[config.mk]
export PLATFORM = sky130hd
export DESIGN_NAME = pdset_hasher
export DESIGN_NICKNAME = d
export VERILOG_FILES = /design/src/design/pdset_pkg.sv /design/src/design/pdset_hasher.sv
export SDC_FILE = /design/constraint.sdc
export NUM_CORES = 1
export LEC_CHECK = 0
export ABC_AREA = 1
export BUFFER_PORTS_ARGS = -buffer_cell sky130_fd_sc_hd__buf_2
export CORE_ASPECT_RATIO = 0.5
export CORE_MARGIN = 3
export CORE_UTILIZATION = 45
export CTS_CLUSTER_DIAMETER = 60
export CTS_CLUSTER_SIZE = 8
export DETAILED_ROUTE_END_ITERATION = 16
export PLACE_DENSITY_LB_ADDON = 0.15
export SYNTH_ARGS = -nofsm -noshare
export SYNTH_HDL_FRONTEND = slang
export SYNTH_SLANG_ARGS = --single-unit
[constraint.sdc]
create_clock -name clk -period 5.7 [get_ports clk]
set_input_delay 0.285 -clock clk [delete_from_list [all_inputs] [get_ports clk]]
set_output_delay 0.285 -clock clk [all_outputs]
set_load 0.01 [all_outputs]
[src/design/pdset_pkg.sv]
// ----------------------------------------------------------------------------
// pdset_pkg
// Shared constants and types for the prefix hash duplicate detector.
// ----------------------------------------------------------------------------
package pdset_pkg;

  // Table depth. The home slot is taken from the low hash bits, so the depth
  // is kept a power of two.
  localparam int SLOTS = 1024;
  localparam int IDX_W = $clog2(SLOTS);

  localparam int HASH_W  = 64;
  localparam int BYTES_W = 64;
  localparam int LEN_W   = 4;

  localparam logic [HASH_W-1:0] HASH_BASIS = 64'hcbf29ce484222325;
  // The prime is 2^40 + 0x1b3: a shift plus a narrow constant multiply.
  localparam int                PRIME_SHIFT = 40;
  localparam logic [8:0]        PRIME_LO    = 9'h1b3;
  localparam logic [LEN_W-1:0]  MAX_LEN     = 4'd8;

  typedef enum logic [5:0] {
    S_CLEAR = 6'b000001,
    S_IDLE  = 6'b000010,
    S_HASH  = 6'b000100,
    S_RD    = 6'b001000,
    S_CMP   = 6'b010000,
    S_DONE  = 6'b100000
  } state_t;

endpackage

[src/design/pdset_hasher.sv]
// ----------------------------------------------------------------------------
// pdset_hasher
// Iterative FNV-1a hash over up to eight bytes, one byte per cycle through a
// single shift-and-multiply step.
// ----------------------------------------------------------------------------
module pdset_hasher (
  input  logic                          clk,
  input  logic                          rst_n,
  input  logic                          start,
  input  logic [pdset_pkg::BYTES_W-1:0] bytes_in,
  input  logic [pdset_pkg::LEN_W-1:0]   len_in,
  output logic                          done,
  output logic [pdset_pkg::HASH_W-1:0]  hash
);

  logic                          busy_r, busy_nxt;
  logic [pdset_pkg::LEN_W-1:0]   cnt_r, cnt_nxt;
  logic [pdset_pkg::HASH_W-1:0]  h_r, h_nxt;
  logic [pdset_pkg::BYTES_W-1:0] bytes_r, bytes_nxt;
  logic [pdset_pkg::HASH_W-1:0]  mix;
  logic [pdset_pkg::HASH_W-1:0]  prod;

  assign mix  = h_r ^ {{(pdset_pkg::HASH_W-8){1'b0}}, bytes_r[7:0]};
  assign prod = pdset_pkg::HASH_W'(mix * pdset_pkg::PRIME_LO);

  always_comb begin
    busy_nxt  = busy_r;
    cnt_nxt   = cnt_r;
    h_nxt     = h_r;
    bytes_nxt = bytes_r;
    if (start) begin
      busy_nxt  = 1'b1;
      h_nxt     = pdset_pkg::HASH_BASIS;
      bytes_nxt = bytes_in;
      cnt_nxt   = (len_in > pdset_pkg::MAX_LEN) ? pdset_pkg::MAX_LEN : len_in;
    end else if (busy_r) begin
      if (cnt_r == '0) begin
        busy_nxt = 1'b0;
      end else begin
        h_nxt     = (mix << pdset_pkg::PRIME_SHIFT) + prod;
        bytes_nxt = bytes_r >> 8;
        cnt_nxt   = cnt_r - 1'b1;
      end
    end
  end

  always_ff @(posedge clk) begin
    if (!rst_n) begin
      busy_r <= 1'b0;
      cnt_r  <= '0;
    end else begin
      busy_r <= busy_nxt;
      cnt_r  <= cnt_nxt;
    end
    h_r     <= h_nxt;
    bytes_r <= bytes_nxt;
  end

  assign done = busy_r && (cnt_r == '0);
  assign hash = h_r;

endmodule

==> metrics.cfg, run 1 <==
[yosys]
synth_cells = 2550
ys_ff_latch = 133
yosys.area_share.xor_xnor = 0.0422
synth.area.mux_share = 0
synthAdderAreaFrac = 0.349
syn_area_sq_um = 19100
ys_seq_area_frac = 0.173
synth_cell_types = 48
yosysWarnings = 0
yosys.area_share.simple = 0.217
synth_top_family_by_area = adder cells
synthesis.nets = 3030
synth_compound_area_frac = 0.0610
syn_area_per_cell_sq_um = 7.49

[layout]
diodes = 0
fin_util = 0.503
area_growth_pct = 8.38
final_cell_mix = nand2_1 (699), inv_1 (647), fa_1 (208)
layout_commonest_cell = nand2_1
nets = 3117
drive_gt1_frac = 0.0989

[cts]
cts-root-buf = clkbuf_16
cts_tree = built
clockBufferDepth = 2
path_clk_slew_ns = 0.08
post_cts_buffers = 0
cts_sinks = 133
cts_buffers = 17
h-tree-depth = 4
worstSkewPairLatency_ns = 0.47

[setup_path]
path_class = register to register
cp.required_ns = 6.05
path_max_fanout = 5
endpoint_kind = register
cp-start-kind = register
reg2reg_depth = 23
worst_ep_arrival_time_ns = 5.57

[sta]
setup-violations-final = 0
finalMaxSlewViolations = 0
tightestPinTransition_ns = 0.711
fin_crit_ns = 5.22
rsz0062_at_grt = no
finalHoldViolCount = 0
fin_crit_sh = 0.916
slew_headroom = 0.521
skew_ns = 0.0208
fmax_ghz = 0.191
fin_tns_setup_ns = 0

[die]
ios = 136
rows = 52
dieHeight_microns = 152
die-area_sq_um = 45100
start_util = 0.464
die_w_microns = 297
coreArea_sq_um = 41200

[routing]
drc = 0
drt_pass1_iterations = 6
drtIter0Drc = 1328
dr_total_vias = 15800
totalWireLength_microns = 59300
wl_per_cell_microns = 18.4
ant_nets = 0
avgViaCountPerCell = 4.92

[status]
status = complete, no violations

[grt]
overflow = 0
grt_usage = 0.270
grt_pass1_vias = 15600
antenna_found_initial = 1
grt_max_degree = 59
grt_pass1_wl_microns = 91700

[placement]
dpl.hpwl_microns = 50900
port_buffers = 135
gp_congestion = 0.984

[hold_path]
hold_depth = 3
min_path_type = input port to register

[flow_run]
cap_violations = 0

[synthesized netlist by cell type, drive strengths merged]
master / n / area, sq um
inv: 659 / 2480
xnor2: 38 / 333
nand4: 19 / 119
a22oi: 1 / 7.51
o22a: 2 / 17.5
clkinv: 1 / 3.75
nand3b: 7 / 52.6
o21bai: 22 / 173
o31ai: 1 / 7.51
buf: 65 / 463
or2: 3 / 18.8
o21ai: 38 / 190
nor2: 112 / 518
a31oi: 2 / 12.5
xor2: 54 / 473
ha: 201 / 2510
fa: 208 / 4160
edfxtp: 64 / 1920
nor3: 16 / 154
nand3: 94 / 516
and2: 4 / 25.0
o22ai: 22 / 138
a221oi: 2 / 17.5
o21a: 3 / 22.5
nor4: 1 / 12.5
clkbuf: 19 / 71.3
nand2: 715 / 2730
a22o: 4 / 35.0
dfxtp: 69 / 1380
a21oi: 96 / 484
a21o: 8 / 60.1
[worst paths after layout]
| path | slack (ns) | startpoint | to |
|---|---|---|---|
| setup / recovery | 0.48 | bytes_r[7] | hash[33] |
| hold / removal | 0.08 | bytes_in[62] | bytes_r[62] |
| setup reg to reg | 0.48 | bytes_r[7] | hash[33] |
| hold reg to reg | 0.50 | cnt_r[2] | cnt_r[2] |
[state kept, by name, summed over array words and instances, names as in the netlist]
signal and count:
hash 64, cnt_r 4, busy_r 1, bytes_r 64
[metal layers]
layer  vias up  part of all wire  global-route usage
met5         -           0.00022                   0
met4         2             0.015              0.0468
met3        50             0.094              0.0649
met2       482              0.40               0.401
met1      7474              0.49               0.402
li1       7812                 -                   -
[stage by stage]
stage / instance area [sq um] / hold WS, ns / cells / setup WS (ns)
final: 20700 / 0.0770 / 3217 / 0.478
after global routing: 20700 / 0.0840 / 3217 / 0.140
after CTS: 20700 / 0.0646 / 3217 / 0.0296
after detailed placement: 20100 / 0.491 / 3185 / 0.0357
after global placement: 20100 / 0.479 / 3185 / 0.0551
after floorplan: 19100 / 0.452 / 2550 / 1.37
[what timing repair did]
action,CTS,global route
endpoints found under the setup margin,0,42
hold buffers,0,0
gates resized for setup,0,2
[layout make-up]
type | instances | area [sq um]
repair buffers | 152 | 806
multi-input cells | 1673 | 12800
clock inverters | 15 | 175
inverters | 660 | 2480
well taps | 567 | 709
fillers | 4258 | 20500
flip-flops and latches | 133 | 3300
clock buffers | 17 | 425
[cells by family (layout without fill, tap and decap cells)]
| logic type | count (synthesis) | in the layout |
|---|---|---|
| simple gates | 971 | 971 |
| buf+inv | 744 | 844 |
| fa+ha+maj | 409 | 409 |
| compound gates | 201 | 201 |
| flops | 133 | 133 |
| xor+xnor | 92 | 92 |
[critical path: stages (launching register included)]
cell and delay, ns:
edfxtp_1 0.46, xnor2_4 0.39, inv_1 0.16, ha_1 0.40, xor2_1 0.19, ha_1 0.19, o21bai_1 0.19, fa_1 0.51
inv_1 0.05, fa_1 0.47, inv_1 0.04, ha_1 0.27, ha_1 0.37, nand2_1 0.12, nor2_1 0.36, nand2_1 0.20
nor3_2 0.17, nand2_1 0.09, nand3_2 0.11, nand2_1 0.08, nand3_1 0.08, nand2_1 0.05, nand3_1 0.08, nand2_1 0.06
Power of run 1 is not shown: default switching activity piles up to over one toggle a cycle in this logic, so the estimate is an artifact.
==> run 2: changes to the inputs <==
--- a/config.mk
+++ b/config.mk
@@ -7,6 +7,8 @@
 export LEC_CHECK = 0
 export ABC_AREA = 1
 export BUFFER_PORTS_ARGS = -buffer_cell sky130_fd_sc_hd__buf_2
+export CELL_PAD_IN_SITES_DETAIL_PLACEMENT = 0
+export CELL_PAD_IN_SITES_GLOBAL_PLACEMENT = 1
 export CORE_ASPECT_RATIO = 0.5
 export CORE_MARGIN = 3
 export CORE_UTILIZATION = 45
==> run 2 against run 1 <==
Effect of this change: utilization about the same; wire length increased by 5.0%; hold slack improved by 0.0099 ns; die area unchanged; non-clock buffer count increased by 8; final area about the same; count of clock-buffer cells in the layout increased by 2; critical path depth increased by 1; sequential share of layout area about the same; largest cell class unchanged; highest routed layer is now met4.
==> metrics.cfg, run 2 (synthesized netlist as in run 1, its figures left out) <==
[cts]
cts_buffers = 17  ; unchanged
clockBufferDepth = 2  ; unchanged
cts_tree = built
cts-root-buf = clkbuf_16
post_cts_buffers = 0  ; unchanged
cts_hold_buffers = 0  ; unchanged
cts_resized = 0  ; unchanged
path_clk_slew_ns = 0.07  ; about the same
h-tree-depth = 4  ; unchanged
cts_sinks = 133  ; unchanged
worstSkewPairLatency_ns = 0.45  ; -0.02 ns

[grt]
grt_max_degree = 63  ; +6.8%
grt_usage = 0.282  ; +0.0120
grt_pass1_wl_microns = 93900  ; +2.4%
grt_pass1_vias = 15300  ; -1.8%
antenna_found_initial = 0  ; -1
overflow = 0  ; unchanged

[layout]
area_growth_pct = 8.42  ; about the same
multi_input_area_sq_um = 12800  ; -0.15%
fillers = 4251  ; -0.16%
diodes = 0  ; unchanged
register_area_sq_um = 3300  ; unchanged
drive_gt1_frac = 0.101  ; +0.00196
layout_commonest_cell = nand2_1
final_cell_mix = nand2_1 (699), inv_1 (647), fa_1 (208)
nets = 3125  ; +0.26%

[setup_path]
worst_ep_arrival_time_ns = 5.60  ; +0.03 ns
endpoint_kind = register
cp.required_ns = 6.03  ; -0.02 ns
path_class = register to register
cp-start-kind = register
path_max_fanout = 4  ; -1

[routing]
dr_total_vias = 15700  ; -1.1%
avgViaCountPerCell = 4.85  ; -1.3%
drtIter0Drc = 1285  ; -3.2%
wl_per_cell_microns = 19.3  ; +4.8%
ant_nets = 0  ; unchanged
totalWireLength_microns = 62200  ; +5.0%
drc = 0  ; unchanged
drt_pass1_iterations = 8  ; +2

[sta]
fin_crit_sh = 0.924  ; +0.00770
skew_ns = 0.0165  ; -0.00425 ns
fin_crit_ns = 5.27  ; +0.0439 ns
fmax_ghz = 0.190  ; -0.83%
finalHoldViolCount = 0  ; unchanged
slew_headroom = 0.386  ; -0.135
fin_tns_setup_ns = 0  ; unchanged
finalMaxSlewViolations = 0  ; unchanged
tightestPinTransition_ns = 0.922  ; +0.211 ns
rsz0062_at_grt = no
setup-violations-final = 0  ; unchanged

[die]
ios = 136  ; unchanged
die-area_sq_um = 45100  ; unchanged
die_w_microns = 297  ; unchanged
dieHeight_microns = 152  ; unchanged
coreArea_sq_um = 41200  ; unchanged
start_util = 0.464  ; unchanged
rows = 52  ; unchanged

[placement]
port_buffers = 135  ; unchanged
dpl.hpwl_microns = 53700  ; +5.5%
gp_congestion = 0.995  ; +1.2%

[hold_path]
min_path_type = input port to register

[status]
status = complete, no violations

[flow_run]
cap_violations = 0  ; unchanged

[run 2: changes by cell type in the layout (fill, tap and decap cells not counted), moves of 2 or more]
cell | previous run | this run
clkinv_4 | 0 | 3
clkinv_8 | 4 | 0
buf_4 | 18 | 26
inv_8 | 6 | 1
clkinv_2 | 1 | 3
[run 2: layout make-up]
class,count,share of cell area
multi-input cells,1673,0.617
flip-flops and latches,133,0.159
well taps,567,0.0342
clock buffers,19,0.0214
clock inverters,13,0.00598
inverters,660,0.120
repair buffers,160,0.0418
[run 2: metal layers]
| metal | share of wire | vias up | track usage | wire (microns) |
|---|---|---|---|---|
| met4 | 0.017 | 0 | 0.0557 | 1090 |
| met2 | 0.39 | 481 | 0.404 | 24400 |
| li1 | - | 7827 | - | - |
| met3 | 0.089 | 42 | 0.0783 | 5570 |
| met1 | 0.50 | 7303 | 0.422 | 31200 |
| met5 | 0 | - | 0 | 0 |
[run 2: per-stage QoR]
step / hold WS [ns] / area (sq um) / setup slack (ns) / utilization / std cells
2_1_floorplan: 0.452 / 19100 / 1.37 / - / 2550
3_3_place_gp: 0.476 / 20200 / 0.451 / 0.489 / 3193
3_5_place_dp: 0.488 / 20200 / 0.498 / 0.489 / 3193
4_1_cts: 0.0699 / 20700 / 0.496 / 0.503 / 3225
5_1_grt: 0.0777 / 20700 / 0.114 / 0.503 / 3225
6_report: 0.0869 / 20700 / 0.434 / 0.503 / 3225
[run 2: final timing paths]
path                startpoint     endpoint  slack (ns)  depth (start not counted)
setup / recovery    bytes_r[7]     hash[57]        0.43                         24
hold reg to reg       hash[46]     hash[46]        0.50                          2
setup reg to reg    bytes_r[7]     hash[57]        0.43                         24
hold / removal    bytes_in[61]  bytes_r[61]        0.09                          3
[run 2: worst max-delay path, cell delays in order, from the launching register on]
cell and delay [ns]:
edfxtp_1 0.38, xnor2_1 0.26, buf_4 0.24, inv_1 0.06
ha_1 0.36, xor2_1 0.17, ha_1 0.20, o21bai_1 0.19
fa_1 0.51, inv_1 0.05, fa_1 0.47, inv_1 0.04
ha_1 0.27, ha_1 0.36, nand2_1 0.16, nor2_1 0.36
nand2_1 0.17, nor3_2 0.17, nand2_1 0.09, nand3_2 0.11
nand2_1 0.13, nand3_1 0.13, nand2_1 0.06, nand3_1 0.16
nand2_1 0.07
Power of run 2 is left out for the same reason.
==> run 3: changes to the inputs <==
--- a/config.mk
+++ b/config.mk
@@ -15,6 +15,7 @@
 export CTS_CLUSTER_DIAMETER = 60
 export CTS_CLUSTER_SIZE = 8
 export DETAILED_ROUTE_END_ITERATION = 16
+export GPL_TIMING_DRIVEN = 0
 export PLACE_DENSITY_LB_ADDON = 0.15
 export SYNTH_ARGS = -nofsm -noshare
 export SYNTH_HDL_FRONTEND = slang
==> run 3 against run 2 <==
Effect of this change: utilization up 1.3 points; non-clock buffer count up 65; clock skew up 0.0038 ns; wire length down 1.2%; die area unchanged; sequential share of layout area down 0.42 points; cell count up 2.0%; highest routed layer is now met5.
==> metrics.cfg, run 3 (synthesized netlist as in run 1, its figures left out) <==
[routing]
drtIter0Drc = 1243  ; -3.3%
ant_nets = 0  ; unchanged
dr_total_vias = 16000  ; +2.4%
drt_pass1_iterations = 5  ; -3
totalWireLength_microns = 61500  ; -1.2%
drc = 0  ; unchanged
wl_per_cell_microns = 18.7  ; -3.1%
avgViaCountPerCell = 4.87  ; +0.39%

[cts]
clockBufferDepth = 2  ; unchanged
cts-root-buf = clkbuf_16
h-tree-depth = 4  ; unchanged
worstSkewPairLatency_ns = 0.45  ; about the same
cts_buffers = 17  ; unchanged
cts_hold_buffers = 0  ; unchanged
path_clk_slew_ns = 0.07  ; about the same
cts_tree = built
cts_sinks = 133  ; unchanged

[hold_path]
worstHoldStart = bytes_in[58]
hold_depth = 3  ; unchanged
min_path_type = input port to register
hold_path_end = bytes_r[58]

[placement]
gp_congestion = 0.963  ; -3.3%
dpl.hpwl_microns = 53700  ; about the same
post-place-ws_ns = -0.481  ; -0.979 ns
place_area_sq_um = 20500  ; +1.8%
port_buffers = 134  ; -0.74%
place_inst = 3252  ; +1.8%

[layout]
layout_commonest_cell = nand2_1
fin_util = 0.517  ; +0.0135
final_area_sq_um = 21300  ; +2.7%
nets = 3190  ; +2.1%
diodes = 0  ; unchanged
drive_gt1_frac = 0.118  ; +0.0174
final_cell_mix = nand2_1 (699), inv_1 (647), fa_1 (208)
area_growth_pct = 11.3
final_cells = 3290  ; +2.0%

[die]
rows = 52  ; unchanged
die_w_microns = 297  ; unchanged
start_util = 0.464  ; unchanged
coreArea_sq_um = 41200  ; unchanged
ios = 136  ; unchanged
dieHeight_microns = 152  ; unchanged
die-area_sq_um = 45100  ; unchanged

[grt]
grt_usage = 0.279  ; -0.00251
grt_pass1_wl_microns = 92700  ; -1.3%
overflow = 0  ; unchanged
grt_pass1_vias = 15500  ; +1.0%
antenna_found_initial = 3  ; +3
grt_max_degree = 65  ; +3.2%

[setup_path]
endpoint_kind = register
crit_top_cell = nand2_1
path_buf_inv = 0  ; -4
cp-start-kind = register
reg2reg_depth = 20  ; -17%
r2r_setup_slack_ns = 0.16  ; -0.28 ns
slowest_stage = fa_1
critical_path.top_delay_family = simple AND/OR/NAND/NOR gates
worstReg2RegEnd = hash[63]
worst_ep_arrival_time_ns = 5.88  ; +0.28 ns
cp.required_ns = 6.04  ; about the same
path_cells = xor2_4, ha_1, xnor2_1, ha_1, or2_2, fa_1, fa_1, ha_1, ha_1, nand2_1, nor2_2, nand3_1, nand3b_1, nand2_1, nand2_1, nand2_1, nand2_1, nand2_1, nand3_1, nand2_1
path_class = register to register
path_max_fanout = 5  ; +1
cpPeakStageDelay_ns = 0.46  ; -0.05 ns
r2r-start = hash[2]

[sta]
fin_crit_sh = 0.972  ; +0.0484
tightestPinTransition_ns = 0.986  ; +0.0647 ns
finalWorstSetupSlack_ns = 0.158  ; -0.276 ns
finalMaxSlewViolations = 0  ; unchanged
skew_ns = 0.0203  ; +0.00381 ns
fmax_ghz = 0.180  ; -5.0%
fin_crit_ns = 5.54  ; +0.276 ns
finalHoldViolCount = 0  ; unchanged
slew_headroom = 0.342  ; -0.0431
setup-violations-final = 0  ; unchanged

[flow_run]
cap_violations = 0  ; unchanged

[status]
status = complete, no violations

[run 3: timing repair]
action	4_1_cts	5_1_grt
buffers inserted	0	6
gates resized for setup	8	7
setup endpoints to repair	15	20
pin swaps	0	2
[run 3: tightest hold or removal path: stages]
cell,delay [ns]
buf_2,0.07
nand2_1,0.04
inv_1,0.04
[run 3: layer usage]
metal | GRT usage | share of wire
met5 | 0 | 0.00021
met4 | 0.0616 | 0.019
met3 | 0.0841 | 0.10
met2 | 0.396 | 0.39
met1 | 0.416 | 0.49
[run 3: metrics by stage]
step,TNS [ns],hold WS [ns]
floorplan,0,0.452
global placement,-2.43,0.483
detailed placement,-2.46,0.485
CTS,0,0.0743
global route,-0.0157,0.0983
finish,0,0.0964
[run 3: final cells by class]
cell class	instances	area [sq um]
Tap cell	567	709
Buffer	84	538
Clock buffer	18	429
Sequential cell	133	3300
Timing Repair Buffer	141	756
Multi-Input combinational cell	1673	12900
Inverter	660	2480
Clock inverter	14	140
Fill cell	4207	19900
[run 3: worst max-delay path by stage]
stage                           from        to  slack, ns  cells after the start
final                        hash[2]  hash[63]       0.16                     20
after CTS                 bytes_r[2]  hash[63]       0.06                     20
after global routing         hash[2]  hash[63]      -0.02                     20
after floorplan           bytes_r[7]  hash[62]       1.37                     23
after detailed placement  bytes_r[0]  hash[63]      -0.48                     21
after global placement    bytes_r[0]  hash[63]      -0.52                     21
Power of run 3 is left out for the same reason.
